**config.mk**
```make
export PLATFORM = sky130hd
export DESIGN_NAME = htfl_front_flat
export DESIGN_NICKNAME = d
export VERILOG_FILES = /design/src/rtl/core/htfl_pkg.sv /design/src/rtl/core/htfl_in_if.sv /design/src/rtl/core/htfl_front.sv /design/src/flat_wrapper.sv
export SDC_FILE = /design/constraint.sdc
export NUM_CORES = 1
export LEC_CHECK = 0
export ABC_CLOCK_PERIOD_IN_PS = 2300
export BUFFER_PORTS_ARGS = -buffer_cell sky130_fd_sc_hd__buf_2
export CORE_MARGIN = 3
export CORE_UTILIZATION = 45
export DETAILED_ROUTE_END_ITERATION = 10
export PLACE_DENSITY = 0.73
export SLEW_MARGIN = 20
export SYNTH_ARGS = -nofsm -noshare
export SYNTH_HDL_FRONTEND = slang
export SYNTH_SLANG_ARGS = --single-unit
```
**constraint.sdc**
```tcl
create_clock -name clk -period 2.3 [get_ports clk]
set_input_delay 0.115 -clock clk [delete_from_list [all_inputs] [get_ports clk]]
set_output_delay 0.115 -clock clk [all_outputs]
set_load 0.1 [all_outputs]
```
**src/rtl/core/htfl_pkg.sv**
```systemverilog
// ----------------------------------------------------------------------------
// htfl_pkg
// Shared widths, opcodes, status codes and the command word of the handle
// table free list.
// ----------------------------------------------------------------------------
package htfl_pkg;

	localparam int MAX_HANDLES_DEF = 1024;
	localparam int NUM_TYPES       = 8;

	localparam int OPCODE_W = 2;
	localparam int HID_W    = 16;
	localparam int TYPE_W   = 3;
	localparam int STATUS_W = 2;

	localparam logic [OPCODE_W-1:0] OP_ADD     = 2'd0;
	localparam logic [OPCODE_W-1:0] OP_FREE    = 2'd1;
	localparam logic [OPCODE_W-1:0] OP_LOOKUP  = 2'd2;
	localparam logic [OPCODE_W-1:0] OP_DESTROY = 2'd3;

	localparam logic [TYPE_W-1:0] TYPE_INVALID  = 3'd0;
	localparam logic [TYPE_W-1:0] TYPE_RESERVED = 3'd1;
	localparam logic [TYPE_W-1:0] TYPE_ANY      = 3'd0;

	localparam logic [STATUS_W-1:0] STS_OK        = 2'd0;
	localparam logic [STATUS_W-1:0] STS_FULL      = 2'd1;
	localparam logic [STATUS_W-1:0] STS_NOT_FOUND = 2'd2;
	localparam logic [STATUS_W-1:0] STS_BAD_TYPE  = 2'd3;

	// classified request, minus the handle index whose width follows the table size
	typedef struct packed {
		logic [OPCODE_W-1:0] op;
		logic                hid_ok;
		logic                type_ok;
		logic [TYPE_W-1:0]   obj_type;
		logic [TYPE_W-1:0]   want_type;
	} cmd_t;

endpackage

```
**src/rtl/core/htfl_in_if.sv**
```systemverilog
// ----------------------------------------------------------------------------
// htfl_in_if
// Request channel: opcode, handle and types, with valid/ready.
// ----------------------------------------------------------------------------
interface htfl_in_if;
	import htfl_pkg::*;

	logic                valid;
	logic                ready;
	logic [OPCODE_W-1:0] opcode;
	logic [HID_W-1:0]    handle_id;
	logic [TYPE_W-1:0]   obj_type;
	logic [TYPE_W-1:0]   want_type;

	modport source (output valid, output opcode, output handle_id, output obj_type,
		output want_type, input ready);
	modport sink (input valid, input opcode, input handle_id, input obj_type,
		input want_type, output ready);

endinterface

```
**src/rtl/core/htfl_front.sv**
```systemverilog
// ----------------------------------------------------------------------------
// htfl_front
// Takes request words, checks handle range and add type, and queues the
// classified command for the back end in a two-entry queue.
// ----------------------------------------------------------------------------
module htfl_front #(
	parameter int MAX_HANDLES = htfl_pkg::MAX_HANDLES_DEF
) (
	input  logic                           clk,
	input  logic                           arst_n,
	htfl_in_if.sink                        req,
	output htfl_pkg::cmd_t                 cmd,
	output logic [$clog2(MAX_HANDLES)-1:0] cmd_idx,
	output logic                           cmd_valid,
	input  logic                           cmd_ready
);
	import htfl_pkg::*;

	localparam int HW = $clog2(MAX_HANDLES);

	cmd_t          fifo_cmd_q [2];
	logic [HW-1:0] fifo_idx_q [2];
	logic          wr_ptr_q;
	logic          rd_ptr_q;
	logic [1:0]    cnt_q;

	cmd_t          cls;
	logic          push;
	logic          pop;

	always_comb begin
		cls.op        = req.opcode;
		cls.hid_ok    = (req.handle_id != '0) &&
			({1'b0, req.handle_id} < (HID_W+1)'(MAX_HANDLES));
		cls.type_ok   = (req.obj_type != TYPE_INVALID) &&
			({2'b00, req.obj_type} < 5'(NUM_TYPES));
		cls.obj_type  = req.obj_type;
		cls.want_type = req.want_type;
	end

	assign req.ready = (cnt_q != 2'd2);
	assign push      = req.valid && req.ready;
	assign cmd_valid = (cnt_q != 2'd0);
	assign pop       = cmd_valid && cmd_ready;

	always_ff @(posedge clk) begin
		if (push) begin
			fifo_cmd_q[wr_ptr_q] <= cls;
			fifo_idx_q[wr_ptr_q] <= req.handle_id[HW-1:0];
		end
	end

	always_ff @(posedge clk or negedge arst_n) begin
		if (!arst_n) begin
			wr_ptr_q <= 1'b0;
			rd_ptr_q <= 1'b0;
			cnt_q    <= 2'd0;
		end else begin
			if (push) begin
				wr_ptr_q <= ~wr_ptr_q;
			end
			if (pop) begin
				rd_ptr_q <= ~rd_ptr_q;
			end
			cnt_q <= cnt_q + {1'b0, push} - {1'b0, pop};
		end
	end

	assign cmd     = fifo_cmd_q[rd_ptr_q];
	assign cmd_idx = fifo_idx_q[rd_ptr_q];

`ifndef SYNTHESIS
	a_cnt_range: assert property (@(posedge clk) disable iff (!arst_n)
		cnt_q != 2'd3)
		else $error("queue count out of range");
	a_full_not_ready: assert property (@(posedge clk) disable iff (!arst_n)
		(cnt_q == 2'd2) |-> !req.ready)
		else $error("request accepted into a full queue");
	a_pop_has_data: assert property (@(posedge clk) disable iff (!arst_n)
		pop |-> (cnt_q != 2'd0))
		else $error("command popped from an empty queue");
`endif

endmodule

```
**src/flat_wrapper.sv**
```systemverilog
// flat-port wrapper written by rule: the top's interface ports become plain ports
module htfl_front_flat import htfl_pkg::*;
#(
	parameter int MAX_HANDLES = htfl_pkg::MAX_HANDLES_DEF
)
  (clk, arst_n, cmd, cmd_idx, cmd_valid, cmd_ready, req_valid, req_opcode, req_handle_id, req_obj_type, req_want_type, req_ready);
  htfl_in_if req_i ();
  input  logic clk;
  input  logic arst_n;
  output htfl_pkg::cmd_t cmd;
  output logic [$clog2(MAX_HANDLES)-1:0] cmd_idx;
  output logic cmd_valid;
  input  logic cmd_ready;
  input wire logic [$bits(req_i.valid)-1:0] req_valid;
  input wire logic [$bits(req_i.opcode)-1:0] req_opcode;
  input wire logic [$bits(req_i.handle_id)-1:0] req_handle_id;
  input wire logic [$bits(req_i.obj_type)-1:0] req_obj_type;
  input wire logic [$bits(req_i.want_type)-1:0] req_want_type;
  output wire logic [$bits(req_i.ready)-1:0] req_ready;
  assign req_i.valid = req_valid;
  assign req_i.opcode = req_opcode;
  assign req_i.handle_id = req_handle_id;
  assign req_i.obj_type = req_obj_type;
  assign req_i.want_type = req_want_type;
  assign req_ready = req_i.ready;
  htfl_front #(.MAX_HANDLES(MAX_HANDLES)) u_core (.clk(clk), .arst_n(arst_n), .req(req_i), .cmd(cmd), .cmd_idx(cmd_idx), .cmd_valid(cmd_valid), .cmd_ready(cmd_ready));
endmodule
```
==> results.toml, run 1 <==
[status]
status = "finished, final reports clean"

[floorplanning]
dieArea_sq_um = 4520
io_pins = 50
die_w_microns = 67.2
fp.dieH_microns = 67.2
rows = 21
start_util = 0.487
design.core.area_sq_um = 3470

[synthesis]
synth.avg_cell_area_sq_um = 19.4
synth.cells.most_frequent = "edfxtp_1 (40), mux2_2 (20), dfrtp_1 (4)"
yosys-top-cells-area = "edfxtp_1 (71%), mux2_2 (13%), dfrtp_1 (5.9%), xnor2_1 (1.6%), ha_1 (1.5%)"
syn-num-nets = 117
yosysTopAreaCellShare = 0.712
ys_seq_elements = 44
synthCells = 87
ys_types = 18
synthFlopType = "edfxtp_1"
synthArstFlopShare = 0.0909
seq_area_frac_synth = 0.771
synth_edf_count = 40
synth_top_area_cell = "edfxtp_1"
ys_warn_count = 0
synthMostInstantiatedCell = "edfxtp_1"
netlist_area_sq_um = 1690

[cts]
cts_root_buf = "clkbuf_8"
cts_buffers = 5
postCtsHoldBufs = 1
cts_buffer_depth = 2
post_cts_resized = 0
clkSinkCount = 44
cts_max_level = 2
clock_latency_ps = 290
cts_setup_buffers = 0
cts_tree = "built"
clk_pin_slew_ps = 70

[worst_setup_path]
slowest_stage = "dfrtp_1"
crit_path_start_kind = "flip-flop"
criticalPathCategory = "flip-flop to flip-flop"
cp_max_fo = 3
worst-path-buf-inv = 1
critPathRequiredTime_ps = 2510
crit_chain = "or2_2 -> and2_1 -> ha_1 -> inv_1 -> ha_1 -> xnor2_1 -> xnor2_1"
cp_top_family = "simple AND/OR/NAND/NOR gates"
worstPathArrival_ps = 2030
end_kind = "flip-flop"
worst_path_largest_cell_delay_ps = 410

[timing]
slew_viol_final = 0
relSlewSlack = 0.671
period_share = 0.794
fin_crit_ps = 1830
clock_skew_ps = 9.20
hold_viol_final = 0
worst_pin_slew_ps = 497
max_freq_mhz = 547
rsz0062_at_grt = "false"
setup_viol = 0
tns_ps = 0

[job]
cap_violations = 0

[grt]
grt_pass1_vias = 960
grt_first_pass_wirelength_mm = 4.43
gr-usage-met3 = 0.0516
antenna_found_initial = 0
grt-busiest-layer = "met2"
grt_overflow = 0
met1_usage = 0.142
grt_use_met2 = 0.264
grt_max_degree = 21
track_usage = 0.142

[worst_hold_path]
hold_class = "primary input to flip-flop"

[detailed_routing]
drt_wl_total_mm = 2.93
drt_first_pass_iters = 4
avgViaCountPerCell = 4.82
wl_per_cell_microns = 15.0
dr.first_iter.drc_count = 40
drc = 0
vias = 940
antenna_left = 0

[finish]
nets = 178
areaGrowthSynthToFinish_pct = 27.7
nFillCells = 267
drive_above_1_share = 0.550
diodes = 0

[placed_design]
io_buffers = 49
place_congestion = 0.685
dpl.hpwl_mm = 2.05
worst paths after layout:
kind / start / slack, ps / endpoint / cells after the start
setup reg to reg: u_core.cnt_q[1] / 470 / u_core.cnt_q[1] / 7
max in group asynchronous: arst_n / 2020 / u_core.cnt_q[1] / 2
setup / recovery: u_core.cnt_q[1] / 470 / u_core.cnt_q[1] / 7
hold / removal: req_opcode[0] / 10 / u_core.fifo_cmd_q[0][8] / 1
hold reg to reg: u_core.rd_ptr_q / 490 / u_core.rd_ptr_q / 1
min in group asynchronous: arst_n / 150 / u_core.rd_ptr_q / 2
metrics by stage:
step	instance area, sq um	util	cells	hold slack [ps]	setup WS [ps]
floorplan	1690	-	87	-181	288
global placement	2010	0.579	183	-78.2	606
detailed placement	2010	0.579	183	-72.6	465
CTS	2120	0.613	192	1.72	432
global route	2150	0.621	195	3.17	389
finish	2150	0.621	195	15.0	473
layout make-up:
| cell class | count | area, sq um | share of cell area |
|---|---|---|---|
| clock buffer | 5 | 68.8 | 0.0319 |
| timing repair buffer | 56 | 308 | 0.143 |
| clock inverter | 3 | 37.5 | 0.0174 |
| multi-input combinational | 38 | 370 | 0.172 |
| sequential | 44 | 1300 | 0.604 |
| tap | 46 | 57.6 | 0.0267 |
| inverter | 3 | 11.3 | 0.00523 |
routing by layer:
layer  wire length [microns]  vias to the layer above
li1                        -                      454
met5                       0                        -
met1                    1050                      455
met2                    1660                       26
met3                     149                        5
met4                      60                        0
kinds of logic (layout without fill, tap and decap cells):
group	Yosys count	after routing	synth area share
mux	20	20	0.133
xor+xnor	4	4	0.0208
fa+ha+maj	2	2	0.0148
flops	44	44	0.771
buf+inv	5	67	0.0126
simple gates	12	12	0.0475
cells in the final DEF, fill, tap and decap left out, types with 2 or more instances in the layout:
cell type and n:
inv_1 3, dlygate4sd3_1 4, clkinv_1 2, buf_4 3, xnor2_1 3, ha_1 2, dfrtp_1 4, edfxtp_1 40
or4_1 3, clkbuf_8 5, mux2_2 20, buf_2 49
state kept, by name (all words and copies together) (netlist names):
signal / cells
u_core.rd_ptr_q: 1
u_core.fifo_idx_q: 20
u_core.cnt_q: 2
u_core.fifo_cmd_q: 20
u_core.wr_ptr_q: 1
Power of run 1 is left out: the tool's default activity adds up to more than one toggle a clock period on the data nets, which glitch-free logic cannot reach.
==> run 2, diff against run 1 <==
Settings changed: ABC_AREA set to 1, ABC_CLOCK_PERIOD_IN_PS 2300 to 1830.
Clock period 2.3 ns to 1.83 ns, I/O delays scaled along.
==> run 2 against run 1 <==
Against the previous run:
- global-route usage up 2.5 points
- non-clock buffer count up 5
- cell area rose by 17%
- sequential share of layout area fell by 8.9 points
- synthesized cell count grew 63%
- setup slack got worse by 250 ps
- critical endpoint is now cmd_idx[4]
- final cell count rose by 30%
==> results.toml, run 2 <==
[synthesis]
syn-num-nets = 172
synthFlopType = "edfxtp_1"
synth_top_area_cell = "edfxtp_1"
ys_types = 16
synth.avg_cell_area_sq_um = 12.2
synth.cells.most_frequent = "nand2_1 (64), edfxtp_1 (40), nor2_1 (13)"
yosys-top-cells-area = "edfxtp_1 (69%), nand2_1 (14%), dfrtp_1 (5.8%), nor2_1 (2.8%), ha_1 (1.4%)"
synthCells = 142
ys_warn_count = 0
netlist_area_sq_um = 1730
synthArstFlopShare = 0.0909
ys_seq_elements = 44
synthMostInstantiatedCell = "nand2_1"
synth_edf_count = 40
seq_area_frac_synth = 0.750
yosysTopAreaCellShare = 0.693

[grt]
grt_overflow = 0
grt_use_met2 = 0.304
track_usage = 0.167
antenna_found_initial = 0
grt_max_degree = 22
met1_usage = 0.182
grt_pass1_vias = 1253
grt-busiest-layer = "met2"
grt_first_pass_wirelength_mm = 5.61
gr-usage-met3 = 0.0345

[worst_hold_path]
min-delay-start = "req_handle_id[9]"
hold_class = "primary input to flip-flop"
hold_path_end = "u_core.fifo_idx_q[0][9]"
holdPathStages = 1

[worst_setup_path]
criticalPathCategory = "flip-flop to output port"
crit_path_frequent_cell = "nand2_1"
worst_path_largest_cell_delay_ps = 410
cp_max_fo = 21
critPathRequiredTime_ps = 1740
crit-reg2reg-launch = "u_core.cnt_q[1]"
worstRegToRegCells = 7
r2r_end = "u_core.cnt_q[1]"
rrSetupSlack_ps = 290
worst-path-buf-inv = 2
cp_top_family = "buffers and inverters"
worstPathArrival_ps = 1520
crit_path_start_kind = "flip-flop"
slowest_stage = "dfrtp_1"
crit_chain = "clkinvlp_4 -> nand2_1 -> nand2_1 -> buf_12"
end_kind = "output port"

[timing]
max_freq_mhz = 621
clock_skew_ps = 4.87
slew_viol_final = 0
setup_viol = 0
worst_pin_slew_ps = 485
period_share = 0.879
fin_crit_ps = 1610
rsz0062_at_grt = "false"
relSlewSlack = 0.679
hold_viol_final = 0

[floorplanning]
fp.dieH_microns = 68.1
die_w_microns = 68.1
io_pins = 50
design.core.area_sq_um = 3520
dieArea_sq_um = 4630
start_util = 0.493
rows = 21

[cts]
clock_latency_ps = 280
cts_root_buf = "clkbuf_8"
cts_buffer_depth = 2
cts_tree = "built"
clk_pin_slew_ps = 80
cts_buffers = 5
cts_max_level = 2
clkSinkCount = 44

[finish]
layout_commonest_cell = "nand2_1"
top_regs = "u_core.fifo_cmd_q (20), u_core.fifo_idx_q (20), u_core.cnt_q (2)"
multiInputGateArea_sq_um = 393
final_cell_mix = "nand2_1 (63), edfxtp_1 (40), buf_2 (29)"
drive_above_1_share = 0.324
nFillCells = 244
ff_latch_area_sq_um = 1300
diodes = 0
nets = 236
stdcell_area_sq_um = 2530
areaGrowthSynthToFinish_pct = 45.7

[placed_design]
place_congestion = 0.738
dpl.hpwl_mm = 2.42
placed_cell_area_sq_um = 2350
io_buffers = 49

[detailed_routing]
avgViaCountPerCell = 4.66
dr.first_iter.drc_count = 57
antenna_left = 0
wl_per_cell_microns = 13.7
drt_wl_total_mm = 3.46
drt_first_pass_iters = 4
drc = 0
vias = 1179

[status]
status = "finished, final reports clean"

[job]
cap_violations = 0
[run 2: changes by cell type after synthesis, moves of 2 or more]
| cell | change |
|---|---|
| buf_4 | +2 |
| inv_1 | +3 |
| mux2_2 | -20 |
| nand2_1 | +63 |
| nor2_1 | +12 |
| or4_1 | -3 |
[run 2: per-stage QoR]
step                setup WS, ps  cells  hold slack, ps  TNS (ps)   util
floorplan                   -155    142            -204     -5830      -
global placement             370    237            -103         0  0.667
detailed placement           298    237           -95.1         0  0.667
CTS                         96.6    251            1.36         0  0.711
global route                 115    253            2.62         0  0.718
finish                       221    253            12.4         0  0.718
[run 2: final cells by class]
type	count	area share
Inverter	6	0.0104
Timing Repair Buffer	61	0.259
Multi-Input combinational cell	88	0.155
Clock buffer	7	0.0342
Sequential cell	44	0.515
Clock inverter	1	0.00297
Tap cell	46	0.0228
[run 2: cells by family (layout without fill, tap and decap cells)]
| family | Yosys count | after routing | synth area share |
|---|---|---|---|
| xor gates and xnor gates | 3 | 3 | 0.0195 |
| buffers and inverters | 10 | 75 | 0.0274 |
| AOI/OAI and AO/OA | 1 | 1 | 0.00288 |
| adders and majority gates | 2 | 2 | 0.0144 |
| and+or+nand+nor | 82 | 82 | 0.185 |
| DFF | 44 | 44 | 0.750 |
[run 2: worst register-to-register path, cell delays in order (launching register included)]
cell and delay, ps:
dfrtp_1 420, or2_4 250, nand2_2 90, inv_1 50, ha_1 270, inv_1 50
ha_1 180, xnor2_1 120
[run 2: routing by layer]
layer  vias up  share of wire
met5         -              0
met4         0          0.028
met3        11          0.044
met2        32           0.57
met1       546           0.36
li1        590              -
[run 2: how the worst max path moves through the flow]
stage / start / endpoint / slack [ps] / cells after the start
6_report: u_core.rd_ptr_q / cmd_idx[4] / 220 / 4
5_1_grt: u_core.rd_ptr_q / cmd[9] / 110 / 4
4_1_cts: u_core.rd_ptr_q / cmd_idx[8] / 100 / 4
3_5_place_dp: u_core.cnt_q[1] / u_core.cnt_q[1] / 300 / 7
3_3_place_gp: u_core.cnt_q[1] / u_core.cnt_q[1] / 370 / 7
2_1_floorplan: u_core.cnt_q[1] / u_core.fifo_cmd_q[1][0] / -150 / 3
[run 2: what timing repair did]
item / CTS / global route
gates resized for setup: 0 / 1
buffers inserted: 0 / 0
hold buffers: 6 / 2
hold endpoints to repair: 14 / 3
setup endpoints to repair: 0 / 7
Power of run 2 is left out for the same reason.
==> run 3, diff against run 2 <==
--- a/config.mk
+++ b/config.mk
@@ -12,6 +12,6 @@
 export CORE_UTILIZATION = 45
 export DETAILED_ROUTE_END_ITERATION = 10
+export HOLD_SLACK_MARGIN = 0.12
 export PLACE_DENSITY = 0.73
-export SLEW_MARGIN = 20
 export SYNTH_ARGS = -nofsm -noshare
 export SYNTH_HDL_FRONTEND = slang
==> constraint.sdc (replaced) <==
create_clock -name clk -period 1.83 [get_ports clk]
set_input_delay 0.366 -clock clk [delete_from_list [all_inputs] [get_ports clk]]
set_output_delay 0.366 -clock clk [all_outputs]
set_load 0.1 [all_outputs]
==> run 3 against run 2 <==
Against the previous run:
- die area unchanged
- sequential share of layout area increased by 1.0 points
- worst hold slack improved by 240 ps
- via count decreased by 2.1%
==> results.toml, run 3 (synthesized netlist as in run 2, its figures left out) <==
[floorplanning]
fp.dieH_microns = 68.1
die_w_microns = 68.1
io_pins = 50
rows = 21
dieArea_sq_um = 4630
start_util = 0.493
design.core.area_sq_um = 3520

[detailed_routing]
drt_first_pass_iters = 2
avgViaCountPerCell = 4.69
drt_wl_total_mm = 3.34
antenna_left = 0
vias = 1154
wl_per_cell_microns = 13.6
drc = 0
dr.first_iter.drc_count = 22

[worst_setup_path]
worstPathArrival_ps = 1310
end_kind = "output port"
critPathRequiredTime_ps = 1460
cp_max_fo = 20
crit_path_start_kind = "flip-flop"
criticalPathCategory = "flip-flop to output port"

[job]
cap_violations = 0

[cts]
cts_tree = "built"
clock_latency_ps = 290
cts_buffers = 5
clkSinkCount = 44
cts_buffer_depth = 2
cts_max_level = 2
cts_root_buf = "clkbuf_8"
clk_pin_slew_ps = 80

[grt]
grt_max_degree = 21
grt_overflow = 0
grt_first_pass_wirelength_mm = 5.50
grt_pass1_vias = 1208
antenna_found_initial = 0
track_usage = 0.172

[timing]
clock_skew_ps = 7.45
slew_viol_final = 0
max_freq_mhz = 597
setup_viol = 0
hold_viol_final = 0
tns_ps = 0
rsz0062_at_grt = "false"
worst_pin_slew_ps = 485
relSlewSlack = 0.679
fin_crit_ps = 1670
period_share = 0.915

[placed_design]
io_buffers = 49
placed_cell_area_sq_um = 2360
place_congestion = 0.738
dpl.hpwl_mm = 2.38

[finish]
areaGrowthSynthToFinish_pct = 42.9
drive_above_1_share = 0.330
diodes = 0
stdcell_area_sq_um = 2480
top_regs = "u_core.fifo_cmd_q (20), u_core.fifo_idx_q (20), u_core.cnt_q (2)"
layout_commonest_cell = "nand2_1"
nets = 229
final_cell_mix = "nand2_1 (63), edfxtp_1 (40), buf_2 (29)"

[worst_hold_path]
hold_class = "primary input to flip-flop"

[status]
status = "finished, final reports clean"
[run 3: routing by layer]
layer,wire length [microns],up-vias,global-route usage
met5,0,-,0
met4,44,0,0.0819
met3,160,5,0.0608
met2,1960,24,0.318
met1,1170,547,0.168
li1,-,578,-
[run 3: cell type report]
type | count | area (sq um)
Clock inverter | 1 | 30.0
Sequential cell | 44 | 1300
Fill cell | 266 | 1040
Timing Repair Buffer | 54 | 598
Inverter | 6 | 22.5
Multi-Input combinational cell | 88 | 393
Clock buffer | 7 | 76.3
Tap cell | 46 | 57.6
[run 3: final timing paths]
kind	to	cells after the start	slack (ps)	from
setup / recovery	cmd[8]	5	160	u_core.rd_ptr_q
hold / removal	u_core.fifo_cmd_q[0][9]	1	250	req_opcode[1]
setup reg to reg	u_core.cnt_q[1]	7	260	u_core.cnt_q[1]
hold reg to reg	u_core.wr_ptr_q	2	590	u_core.wr_ptr_q
max in group asynchronous	u_core.wr_ptr_q	2	1290	arst_n
min in group asynchronous	u_core.cnt_q[1]	2	420	arst_n
[run 3: worst max-delay path: stages (launching register included)]
cell and delay (ps):
dfrtp_1 390, inv_2 100, buf_12 160, nand2_1 60, nand2_1 110, buf_12 180
[run 3: per-stage QoR]
stage               instances  hold slack, ps  utilization  setup slack, ps
detailed placement        237             178        0.671              271
global placement          237             171        0.671              374
CTS                       246             243        0.704             75.2
floorplan                 142            70.4            -             -155
global route              246             238        0.704             42.7
finish                    246             255        0.704              155
[run 3: what timing repair did]
action / in CTS / in global routing
gates resized for setup: 0 / 1
buffers inserted: 0 / 0
endpoints found under the hold margin: 4 / 0
hold buffers: 1 / 0
setup endpoints to repair: 0 / 14
Power of run 3 is left out for the same reason.
